[config.mk]
export PLATFORM = sky130hd
export DESIGN_NAME = randomized_set_table_unit
export DESIGN_NICKNAME = d
export VERILOG_FILES = /design/src/design/rstab_pkg.sv /design/src/design/rstab_ram.sv /design/src/design/rstab_mod.sv /design/src/design/randomized_set_table_unit.sv
export SDC_FILE = /design/constraint.sdc
export NUM_CORES = 2
export LEC_CHECK = 0
export ABC_AREA = 1
export BUFFER_PORTS_ARGS = -buffer_cell sky130_fd_sc_hd__buf_2
export CELL_PAD_IN_SITES_DETAIL_PLACEMENT = 1
export CELL_PAD_IN_SITES_GLOBAL_PLACEMENT = 2
export CORE_MARGIN = 4
export CORE_UTILIZATION = 40
export DETAILED_ROUTE_END_ITERATION = 12
export PLACE_DENSITY_LB_ADDON = 0.1
export SYNTH_ARGS = -nofsm -noshare
export SYNTH_HDL_FRONTEND = slang
export SYNTH_SLANG_ARGS = --single-unit
[constraint.sdc]
create_clock -name i_clk -period 12.2 [get_ports i_clk]
set_input_delay 0.61 -clock i_clk [delete_from_list [all_inputs] [get_ports i_clk]]
set_output_delay 0.61 -clock i_clk [all_outputs]
set_load 0.02 [all_outputs]
[src/design/rstab_pkg.sv]
// ----------------------------------------------------------------------------
// rstab_pkg
// Types and constants shared by the randomized set table modules.
// ----------------------------------------------------------------------------
package rstab_pkg;

    localparam int CAPACITY   = 64;
    localparam int IDX_W      = $clog2(CAPACITY);
    localparam int CNT_W      = $clog2(CAPACITY + 1);
    localparam int DATA_W     = 32;
    localparam int DRAW_W     = 16;
    localparam int DRAW_CNT_W = $clog2(DRAW_W);
    localparam int SETCNT_W   = 7;

    localparam logic [1:0] FUNC_INSERT = 2'd0;
    localparam logic [1:0] FUNC_REMOVE = 2'd1;
    localparam logic [1:0] FUNC_RANDOM = 2'd2;

    localparam logic [1:0] ST_DONE  = 2'd0;
    localparam logic [1:0] ST_NOHIT = 2'd1;
    localparam logic [1:0] ST_FULL  = 2'd2;
    localparam logic [1:0] ST_EMPTY = 2'd3;

    typedef struct packed {
        logic [1:0]               func;
        logic signed [DATA_W-1:0] item_value;
        logic [DRAW_W-1:0]        random_draw;
    } t_in_item;

    typedef struct packed {
        logic [1:0]               status;
        logic signed [DATA_W-1:0] element;
        logic [SETCNT_W-1:0]      set_count;
    } t_out_item;

endpackage

[src/design/rstab_ram.sv]
// ----------------------------------------------------------------------------
// rstab_ram
// Simple dual-port synchronous RAM: one write port, one read port with
// registered read data.
// ----------------------------------------------------------------------------
module rstab_ram #(
    parameter int DEPTH = 64,
    parameter int WIDTH = 32
) (
    input  logic                     i_clk,
    input  logic                     i_we,
    input  logic [$clog2(DEPTH)-1:0] i_waddr,
    input  logic [WIDTH-1:0]         i_wdata,
    input  logic                     i_re,
    input  logic [$clog2(DEPTH)-1:0] i_raddr,
    output logic [WIDTH-1:0]         o_rdata
);

    logic [WIDTH-1:0] r_mem [DEPTH];
    logic [WIDTH-1:0] r_rdata;

    always_ff @(posedge i_clk) begin
        if (i_we) begin
            r_mem[i_waddr] <= i_wdata;
        end
        if (i_re) begin
            r_rdata <= r_mem[i_raddr];
        end
    end

    assign o_rdata = r_rdata;

endmodule

[src/design/rstab_mod.sv]
// ----------------------------------------------------------------------------
// rstab_mod
// Bit-serial restoring remainder unit: draw modulo count, one quotient bit
// per cycle.
// ----------------------------------------------------------------------------
module rstab_mod (
    input  logic                                i_clk,
    input  logic                                i_rst_n,
    input  logic                                i_start,
    input  logic [rstab_pkg::DRAW_W-1:0]        i_dividend,
    input  logic [rstab_pkg::CNT_W-1:0]         i_divisor,
    output logic                                o_done,
    output logic [rstab_pkg::CNT_W-1:0]         o_rem
);
    import rstab_pkg::*;

    logic                  r_busy, n_busy;
    logic                  r_done, n_done;
    logic [DRAW_CNT_W-1:0] r_cnt, n_cnt;
    logic [DRAW_W-1:0]     r_dvd, n_dvd;
    logic [CNT_W-1:0]      r_div, n_div;
    logic [CNT_W-1:0]      r_rem, n_rem;
    logic [CNT_W:0]        w_trial;
    logic [CNT_W:0]        w_diff;

    always_comb begin
        w_trial = {r_rem, r_dvd[DRAW_W-1]};
        w_diff  = w_trial - {1'b0, r_div};
        n_busy  = r_busy;
        n_done  = 1'b0;
        n_cnt   = r_cnt;
        n_dvd   = r_dvd;
        n_div   = r_div;
        n_rem   = r_rem;
        if (i_start) begin
            n_busy = 1'b1;
            n_cnt  = '0;
            n_dvd  = i_dividend;
            n_div  = i_divisor;
            n_rem  = '0;
        end else if (r_busy) begin
            // The partial remainder stays below the divisor, so it fits CNT_W bits.
            if (w_trial >= {1'b0, r_div}) begin
                n_rem = w_diff[CNT_W-1:0];
            end else begin
                n_rem = w_trial[CNT_W-1:0];
            end
            n_dvd = {r_dvd[DRAW_W-2:0], 1'b0};
            n_cnt = r_cnt + DRAW_CNT_W'(1);
            if (r_cnt == DRAW_CNT_W'(DRAW_W - 1)) begin
                n_busy = 1'b0;
                n_done = 1'b1;
            end
        end
    end

    always_ff @(posedge i_clk) begin
        if (!i_rst_n) begin
            r_busy <= 1'b0;
            r_done <= 1'b0;
        end else begin
            r_busy <= n_busy;
            r_done <= n_done;
        end
        r_cnt <= n_cnt;
        r_dvd <= n_dvd;
        r_div <= n_div;
        r_rem <= n_rem;
    end

    assign o_done = r_done;
    assign o_rem  = r_rem;

    a_rem_below_div: assert property (@(posedge i_clk) disable iff (!i_rst_n)
        r_done |-> (r_rem < r_div))
        else $error("remainder not below divisor");

    a_done_idle: assert property (@(posedge i_clk) disable iff (!i_rst_n)
        r_done |-> !r_busy)
        else $error("done while still iterating");

    a_start_idle: assert property (@(posedge i_clk) disable iff (!i_rst_n)
        i_start |-> !r_busy)
        else $error("start while busy");

endmodule

[src/design/randomized_set_table_unit.sv]
// ----------------------------------------------------------------------------
// randomized_set_table_unit
// Set of 32-bit values held densely in one RAM with a count register.
// ----------------------------------------------------------------------------
// Insert and remove scan the held entries one RAM read per cycle.
// Get random waits on the bit-serial remainder unit, then reads the drawn entry.
// One item is processed at a time; the next is taken after its result is queued.
// Reset clears the count and control state; the RAM is not cleared.
module randomized_set_table_unit (
    input  logic                  i_clk,
    input  logic                  i_rst_n,
    input  logic                  i_in_valid,
    output logic                  o_in_ready,
    input  rstab_pkg::t_in_item   i_in_item,
    output logic                  o_out_valid,
    input  logic                  i_out_ready,
    output rstab_pkg::t_out_item  o_out_item
);
    import rstab_pkg::*;

    typedef enum logic [2:0] {
        S_IDLE,
        S_SCAN,
        S_RM_RD,
        S_RM_WR,
        S_MOD,
        S_RD_WAIT,
        S_RESP
    } t_state;

    t_state           r_state, n_state;
    logic [CNT_W-1:0] r_count, n_count;
    logic [1:0]       r_op, n_op;
    logic [DATA_W-1:0] r_val, n_val;
    logic [CNT_W-1:0] r_issue, n_issue;
    logic             r_pend, n_pend;
    logic [IDX_W-1:0] r_pend_idx, n_pend_idx;
    logic [IDX_W-1:0] r_hit, n_hit;
    logic [1:0]       r_status, n_status;
    logic [DATA_W-1:0] r_elem, n_elem;
    logic             r_out_valid, n_out_valid;
    t_out_item        r_out_item, n_out_item;

    logic              w_accept;
    logic              w_we, w_re;
    logic [IDX_W-1:0]  w_waddr, w_raddr;
    logic [DATA_W-1:0] w_wdata, w_rdata;
    logic [CNT_W-1:0]  w_last;
    logic              w_mod_start, w_mod_done;
    logic [CNT_W-1:0]  w_mod_rem;

    assign w_accept    = i_in_valid && o_in_ready;
    assign w_last      = r_count - CNT_W'(1);
    assign w_mod_start = w_accept && (i_in_item.func == FUNC_RANDOM) && (r_count != '0);

    always_comb begin
        n_state     = r_state;
        n_count     = r_count;
        n_op        = r_op;
        n_val       = r_val;
        n_issue     = r_issue;
        n_pend      = r_pend;
        n_pend_idx  = r_pend_idx;
        n_hit       = r_hit;
        n_status    = r_status;
        n_elem      = r_elem;
        n_out_valid = r_out_valid && !i_out_ready;
        n_out_item  = r_out_item;
        w_we        = 1'b0;
        w_waddr     = r_count[IDX_W-1:0];
        w_wdata     = r_val;
        w_re        = 1'b0;
        w_raddr     = r_issue[IDX_W-1:0];

        unique case (r_state)
            S_IDLE: begin
                if (w_accept) begin
                    n_op     = i_in_item.func;
                    n_val    = i_in_item.item_value;
                    n_issue  = '0;
                    n_pend   = 1'b0;
                    n_status = ST_DONE;
                    n_elem   = '0;
                    case (i_in_item.func)
                        FUNC_INSERT, FUNC_REMOVE: n_state = S_SCAN;
                        FUNC_RANDOM: begin
                            if (r_count == '0) begin
                                n_status = ST_EMPTY;
                                n_state  = S_RESP;
                            end else begin
                                n_state = S_MOD;
                            end
                        end
                        default: n_state = S_RESP;
                    endcase
                end
            end
            S_SCAN: begin
                // Reads are issued one per cycle; each compare sees the data
                // of the read issued the cycle before.
                if (r_pend && (w_rdata == r_val)) begin
                    if (r_op == FUNC_INSERT) begin
                        n_status = ST_NOHIT;
                        n_state  = S_RESP;
                    end else begin
                        n_hit   = r_pend_idx;
                        n_state = S_RM_RD;
                    end
                end else if (!r_pend && (r_issue >= r_count)) begin
                    if (r_op == FUNC_REMOVE) begin
                        n_status = ST_NOHIT;
                    end else if (r_count >= CNT_W'(CAPACITY)) begin
                        n_status = ST_FULL;
                    end else begin
                        w_we    = 1'b1;
                        n_count = r_count + CNT_W'(1);
                    end
                    n_state = S_RESP;
                end else begin
                    w_re       = (r_issue < r_count);
                    n_pend     = (r_issue < r_count);
                    n_pend_idx = r_issue[IDX_W-1:0];
                    if (r_issue < r_count) begin
                        n_issue = r_issue + CNT_W'(1);
                    end
                end
            end
            S_RM_RD: begin
                w_re    = 1'b1;
                w_raddr = w_last[IDX_W-1:0];
                n_state = S_RM_WR;
            end
            S_RM_WR: begin
                // Move the last held entry into the freed slot.
                w_we    = 1'b1;
                w_waddr = r_hit;
                w_wdata = w_rdata;
                n_count = w_last;
                n_state = S_RESP;
            end
            S_MOD: begin
                if (w_mod_done) begin
                    w_re    = 1'b1;
                    w_raddr = w_mod_rem[IDX_W-1:0];
                    n_state = S_RD_WAIT;
                end
            end
            S_RD_WAIT: begin
                n_elem  = w_rdata;
                n_state = S_RESP;
            end
            S_RESP: begin
                if (!r_out_valid || i_out_ready) begin
                    n_out_valid          = 1'b1;
                    n_out_item.status    = r_status;
                    n_out_item.element   = r_elem;
                    n_out_item.set_count = SETCNT_W'(r_count);
                    n_state              = S_IDLE;
                end
            end
            default: n_state = S_IDLE;
        endcase
    end

    always_ff @(posedge i_clk) begin
        if (!i_rst_n) begin
            r_state     <= S_IDLE;
            r_count     <= '0;
            r_pend      <= 1'b0;
            r_out_valid <= 1'b0;
        end else begin
            r_state     <= n_state;
            r_count     <= n_count;
            r_pend      <= n_pend;
            r_out_valid <= n_out_valid;
        end
        r_op       <= n_op;
        r_val      <= n_val;
        r_issue    <= n_issue;
        r_pend_idx <= n_pend_idx;
        r_hit      <= n_hit;
        r_status   <= n_status;
        r_elem     <= n_elem;
        r_out_item <= n_out_item;
    end

    assign o_in_ready  = (r_state == S_IDLE);
    assign o_out_valid = r_out_valid;
    assign o_out_item  = r_out_item;

    rstab_ram #(
        .DEPTH (CAPACITY),
        .WIDTH (DATA_W)
    ) u_ram (
        .i_clk   (i_clk),
        .i_we    (w_we),
        .i_waddr (w_waddr),
        .i_wdata (w_wdata),
        .i_re    (w_re),
        .i_raddr (w_raddr),
        .o_rdata (w_rdata)
    );

    rstab_mod u_mod (
        .i_clk      (i_clk),
        .i_rst_n    (i_rst_n),
        .i_start    (w_mod_start),
        .i_dividend (i_in_item.random_draw),
        .i_divisor  (r_count),
        .o_done     (w_mod_done),
        .o_rem      (w_mod_rem)
    );

    a_count_cap: assert property (@(posedge i_clk) disable iff (!i_rst_n)
        r_count <= CNT_W'(CAPACITY))
        else $error("count above capacity");

    a_one_at_a_time: assert property (@(posedge i_clk) disable iff (!i_rst_n)
        w_accept |=> !o_in_ready)
        else $error("second item taken while one is in progress");

    a_count_update: assert property (@(posedge i_clk) disable iff (!i_rst_n)
        (r_state == S_IDLE || r_state == S_MOD || r_state == S_RESP) |=>
        (r_count == $past(r_count)))
        else $error("count changed outside an update state");

    a_empty_status: assert property (@(posedge i_clk) disable iff (!i_rst_n)
        (o_out_valid && o_out_item.status == ST_EMPTY) |-> (o_out_item.set_count == '0))
        else $error("empty status with nonzero count");

endmodule
Word-level counts from Yosys, hierarchy flattened

Memory sizes are Yosys's and may differ from the RTL's. A register that Yosys moved wholly into a read port is not among the register bits.
Cells that the tools add are included.

Bits in registers: 176
Latch bits: 0
Bits in writable memories: 2,048
ROM bits: 0
Bits of input ports: 54
Memories: 1

Memories:

| name        | depth | width | rd ports | clocked after Yosys merged registers in | wr ports | line            | text |
|---|---|---|---|---|---|---|---|
| u_ram.r_mem | 64    | 32    | 1        | 1                                       | 1        | rstab_ram.sv:19 | `logic [WIDTH-1:0] r_mem [DEPTH];` |

$add $sub $neg: 5
Multipliers: 0
Divide/modulo/power cells: 0
Order comparisons: 4
Eq/ne operators: 23
Shifts and indexed selects: 0
Multiplexer cells: 58
Bitwise gates (word level): 5
Reductions and logical operators: 32

Operator list:

| kind                  | number |
|---|---|
| $mux W32              | 2 |
| $pmux W32 S2          | 1 |
| $mux W7               | 9 |
| $eq A32 B32 Y1        | 1 |
| $mux W16              | 2 |
| $pmux W7 S2           | 2 |
| $mux W1               | 18 |
| $mux W2               | 9 |
| $mux W3               | 6 |
| $pmux W3 S6           | 1 |
| $reduce_and A5 Y1     | 3 |
| $add A7 B1 Y7 const B | 2 |
| $ne A2 B2 Y1 const B  | 7 |
| $mux W6               | 2 |
| $pmux W6 S2           | 1 |
| $eq A3 B3 Y1 const B  | 3 |
| $ge A8 B7 Y1          | 1 |
| $reduce_and A4 Y1     | 2 |
| $reduce_bool A2 Y1    | 4 |
| $ge A7 B7 Y1          | 1 |
| $ge A7 B7 Y1 const B  | 1 |
| $logic_not A7 Y1      | 1 |
| $lt A7 B7 Y1          | 1 |
| $reduce_bool A7 Y1    | 1 |
| 25 further kinds      | 46 |

Logic depth before layout (Yosys ltp)

Depth after elaboration: 8
Mapped depth: 17
Gate-level depth less buffers: 14

Hierarchy

From an unflattened synthesis, not the netlist that was laid out.

Cells, all modules: 7,691
Area total of the unflattened synthesis: 91,551.6 um^2

Modules (own cells, without submodules):

| module                    | times used | cells each | area each (um^2) | sequential area each (um^2) |
|---|---|---|---|---|
| rstab_ram                 | 1          | 6,769      | 83,058.4         | 62,459.9 |
| randomized_set_table_unit | 1          | 710        | 6,662.6          | 4,083.9 |
| rstab_mod                 | 1          | 212        | 1,830.5          | 950.9 |

Worst setup path after synthesis

OpenSTA, ideal clock, no wires.

Kind: reg-to-reg
Start: register r_state[0]
End: memory u_ram.r_mem[0][0], data pin
Library setup time: 0.702 ns
Data arrival time: 4.038 ns
Data required time: 11.498 ns
Path slack: 7.460 ns
Cell stages (with the launch flop): 8
Buffers on the path: 3
Period minus slack after synthesis: 4.740 ns
Cells stage by stage: dfxtp_1 -> inv_2 -> nor3_4 -> inv_2 -> buf_2 -> clkbuf_1 -> clkbuf_1 -> o21ai_0

Cells in the longest elaborated chain, start to end: 2

RTL lines:

| item                       | line                             | text |
|---|---|---|
| start, declared            | randomized_set_table_unit.sv:31  | `t_state r_state, n_state;` |
| start signal, assigned     | randomized_set_table_unit.sv:172 | `r_state <= n_state;` |
| $eq A3 B2 Y1               | randomized_set_table_unit.sv:75  | `unique case (r_state)` |
| $mux W32                   | randomized_set_table_unit.sv:75  |  |
| named net u_ram.i_wdata[0] | rstab_ram.sv:13                  | `input logic [WIDTH-1:0] i_wdata,` |
| end, declared              | rstab_ram.sv:19                  |  |

The timed path passes the listed nets, and every way through them passes these cells.

Worst setup path in the final report

Start: register r_count[0]
End: register u_ram.r_rdata[4], in the netlist u_ram.o_rdata[4], read port of u_ram.r_mem, data pin

Cells in the longest elaborated chain, start to end: 5
Elaborated cells on any way between the ends: 8
Those cells by class: add/sub: 1; order compare: 2; mux: 4; reduce/logical: 1

RTL lines:

| item                   | line                             | text |
|---|---|---|
| start, declared        | randomized_set_table_unit.sv:32  | `logic [CNT_W-1:0] r_count, n_count;` |
| start signal, assigned | randomized_set_table_unit.sv:173 | `r_count <= n_count;` |
| $ge A7 B7 Y1           | randomized_set_table_unit.sv:109 | `end else if (!r_pend && (r_issue >= r_count)) begin` |
| $logic_and A1 B1 Y1    | randomized_set_table_unit.sv:109 |  |
| $mux W1                | randomized_set_table_unit.sv:109 |  |
| $mux W1                | randomized_set_table_unit.sv:101 | `if (r_pend && (w_rdata == r_val)) begin` |
| $pmux W1 S3            | randomized_set_table_unit.sv:75  |  |
| end, declared          | rstab_ram.sv:20                  | `logic [WIDTH-1:0] r_rdata;` |

Parallel ways exist; a longest one is shown, timed or not.
A chain may end at the register's enable or synchronous reset.

==> results.py <==
metrics = {
    "run_status": {
        "status": "complete, no violations",
    },
    "global_route": {
        "grt_pass1_vias": 69324,
        "grtUsageTotal_pct": 26.2,
        "grt_max_degree": 185,
        "grt_overflow": 0,
        "grt_pass1_wl_um": 486000,
        "antenna_found_initial": 12,
    },
    "critical_path": {
        "cp_top_family": "buffers and inverters",
        "cpPeakStageDelay_ps": 990,
        "endpoint_kind": "flip-flop",
        "cp.arrival_ps": 6720,
        "cp-start-kind": "flip-flop",
        "critPathBufInv": 5,
        "cp_max_fo": 94,
        "worst_path_max_delay_cell": "buf_4",
        "worstPathCellList": "inv_1 -> nand3_1 -> nand2_1 -> inv_8 -> buf_4 -> buf_4 -> buf_4 -> nand3b_1 -> nand3_1 -> nand3_1 -> nand3_1 -> nand3_1 -> nand3_1 -> nand2_1",
        "worstPathRequired_ps": 12840,
        "crit_top_cell": "nand3_1",
        "crit_type": "flip-flop to flip-flop",
    },
    "placement": {
        "dp_slack_ps": 6230,
        "place.gp.congestion": 0.807,
        "portBuffers": 96,
        "placed_cell_area_um2": 101000,
        "dp_hpwl_um": 171000,
    },
    "route": {
        "viasPerCell": 5.57,
        "ant_nets": 0,
        "wl_per_cell_um": 27.4,
        "first_iter_violations": 5947,
        "drc": 0,
        "drt_pass1_iterations": 6,
        "drt_wl_total_um": 332000,
        "via_count": 67541,
    },
    "synthesis": {
        "yosysMostFrequentCell": "nand2_1",
        "syn_avg_cell_area_um2": 11.1,
        "synth_ff_type": "edfxtp_1",
        "netlist_top_cells_count": "nand2_1 (2677), edfxtp_1 (2231), nand3_1 (2071)",
        "synth_area_leaders": "edfxtp_1 (69%), nand3_1 (11%), nand2_1 (10%), buf_2 (2.0%), inv_1 (2.0%)",
        "synth_edf_count": 2231,
        "synth-seq-area-share_pct": 69.9,
        "syn-num-nets": 8814,
        "synth_area_um2": 96600,
        "async_reset_ff_share_pct": 0,
        "synth-seq-cells": 2256,
        "netlist_instances": 8741,
        "yosys_warnings": 0,
        "ys_types": 44,
        "yosys.area.top_type_share_pct": 69.3,
        "yosys.area.top_type": "edfxtp_1",
    },
    "timing": {
        "worstMarginPinSlew_ps": 1420,
        "finalCritPeriodShare_pct": 49.8,
        "hold-worst-slack_ps": 69.1,
        "finalSetupViolations": 0,
        "fin_tns_setup_ps": 0,
        "finalHoldViolations": 0,
        "rsz0062_at_grt": "no",
        "period_needed_ps": 6070,
        "worst_slack_ps": 6130,
        "report.final.slew_viol_count": 0,
        "relSlewSlack_pct": 5.60,
        "finClkSkew_ps": 45.0,
        "fmax_ghz": 0.165,
    },
    "die": {
        "ios": 97,
        "start_util_pct": 40.2,
        "die_x_um": 499,
        "die_area_um2": 249000,
        "die_h_um": 499,
        "rows": 180,
        "core_area_um2": 241000,
    },
    "clocking": {
        "cts_tree": "yes",
        "cts_made_buffers": 280,
        "cts-root-buf": "clkbuf_16",
        "h-tree-depth": 5,
        "path_clk_slew_ps": 60,
        "cts-resized-gates": 0,
        "clk_latency_ps": 920,
        "clock_path_buffers": 4,
        "cts_sinks": 2256,
    },
    "power": {
        "powerDensity_nw_per_um2": 285,
        "finalPower_mw": 31.2,
        "peakVddDrop_v": 0.000469,
        "power.leakage_nw": 41.4,
    },
    "final_layout": {
        "fill_cells": 25507,
        "nNetsFinal": 8837,
        "fin_area_um2": 109000,
        "syn_to_final_growth_pct": 13.3,
        "drive_gt1_share_pct": 8.09,
    },
    "job": {
        "drv_cap": 0,
    },
    "worst_hold_path": {
        "min-delay-path-class": "input port to flip-flop",
    },
}
-- area by class of cell --
| class | instances | area, µm² | share of cell area [%] |
|---|---|---|---|
| Antenna cell | 6 | 15.0 | 0.0137 |
| Inverter | 522 | 1980 | 1.81 |
| Tap cell | 3185 | 3990 | 3.64 |
| Multi-Input combinational cell | 5390 | 25400 | 23.2 |
| Sequential cell | 2256 | 67500 | 61.7 |
| Timing Repair Buffer | 314 | 2470 | 2.25 |
| Clock buffer | 360 | 7430 | 6.79 |
| Clock inverter | 99 | 664 | 0.607 |
-- kinds of logic (layout without fill, tap and decap cells) --
group           after synthesis  in the layout  synth area share [%]
fa+ha+maj                    19             19                 0.254
xor+xnor                     23             23                 0.209
simple gates               5225           5225                  24.2
flops                      2256           2256                  69.9
buf+inv                    1095           1295                  4.82
compound gates              123            123                 0.699
other cells                   0              6                     0
-- sequential cells by signal (all words and copies together), names as in the netlist, 4 cells and up --
name	count
u_mod.r_div	7
u_mod.r_dvd	16
r_pend_idx	6
r_hit	6
r_val	32
o_out_item	41
u_ram.r_mem	2048
r_count	7
u_mod.r_cnt	4
r_elem	32
u_mod.o_rem	7
u_ram.o_rdata	32
r_issue	7
-- layout by cell type, fill, tap and decap left out, drive strengths merged, types with 8 or more instances in the layout --
cell,count
clkinv,82
xor2,15
a21oi,32
inv,526
edfxtp,2231
nor3,14
ha,18
dfxtp,25
nand3b,256
clkbuf,360
dlygate4sd3,50
buf,264
nand4,24
xnor2,8
nand3,2074
nor2,162
o21ai,70
nand2,2680
bufinv,8
-- power by group --
part           internal [mW]  switching [mW]  total [mW]
logic                   3.25            10.6        13.9
registers               9.56           0.230        9.78
clock network           4.43            3.14        7.56
-- per-layer routing --
layer | share of wire (%) | wire length [µm] | track usage [%] | up-vias
met5 | 0 | 0 | 0 | -
met4 | 2.8 | 9140 | 7.11 | 0
met3 | 5.0 | 16700 | 3.00 | 478
met1 | 45 | 150000 | 37.1 | 34919
li1 | - | - | - | 30298
met2 | 47 | 156000 | 43.0 | 1846
-- worst reg2reg max path, delay by kind of cell (launching register included) --
kind | cells | cell delay, ps
DFF | 1 | 530
buffers and inverters | 5 | 3530
and+or+nand+nor | 9 | 1760
-- per-stage QoR --
step	instances	utilization, %
2_1_floorplan	8741	-
3_3_place_gp	11617	41.9
3_5_place_dp	11617	41.9
4_1_cts	12126	45.5
5_1_grt	12129	45.5
6_report	12132	45.5
-- final timing paths --
| path | startpoint | end | slack, ps | cells past startpoint |
|---|---|---|---|---|
| max | r_count[0]$_SDFFE_PN0P_ | u_ram.o_rdata[4]$_DFFE_PP_ | 6130 | 14 |
| min | i_rst_n | r_state[0]$_SDFFE_PN0P_ | 70 | 3 |
| max reg2reg | r_count[0]$_SDFFE_PN0P_ | u_ram.o_rdata[4]$_DFFE_PP_ | 6130 | 14 |
| min reg2reg | r_pend_idx[2]$_DFFE_PP_ | r_hit[2]$_DFFE_PP_ | 410 | 0 |
-- timing repair --
item	in CTS	in global routing
hold buffers	50	0
hold endpoints to repair	50	0
setup buffers	0	0
No activity file was read; power rests on OpenSTA's default activity.
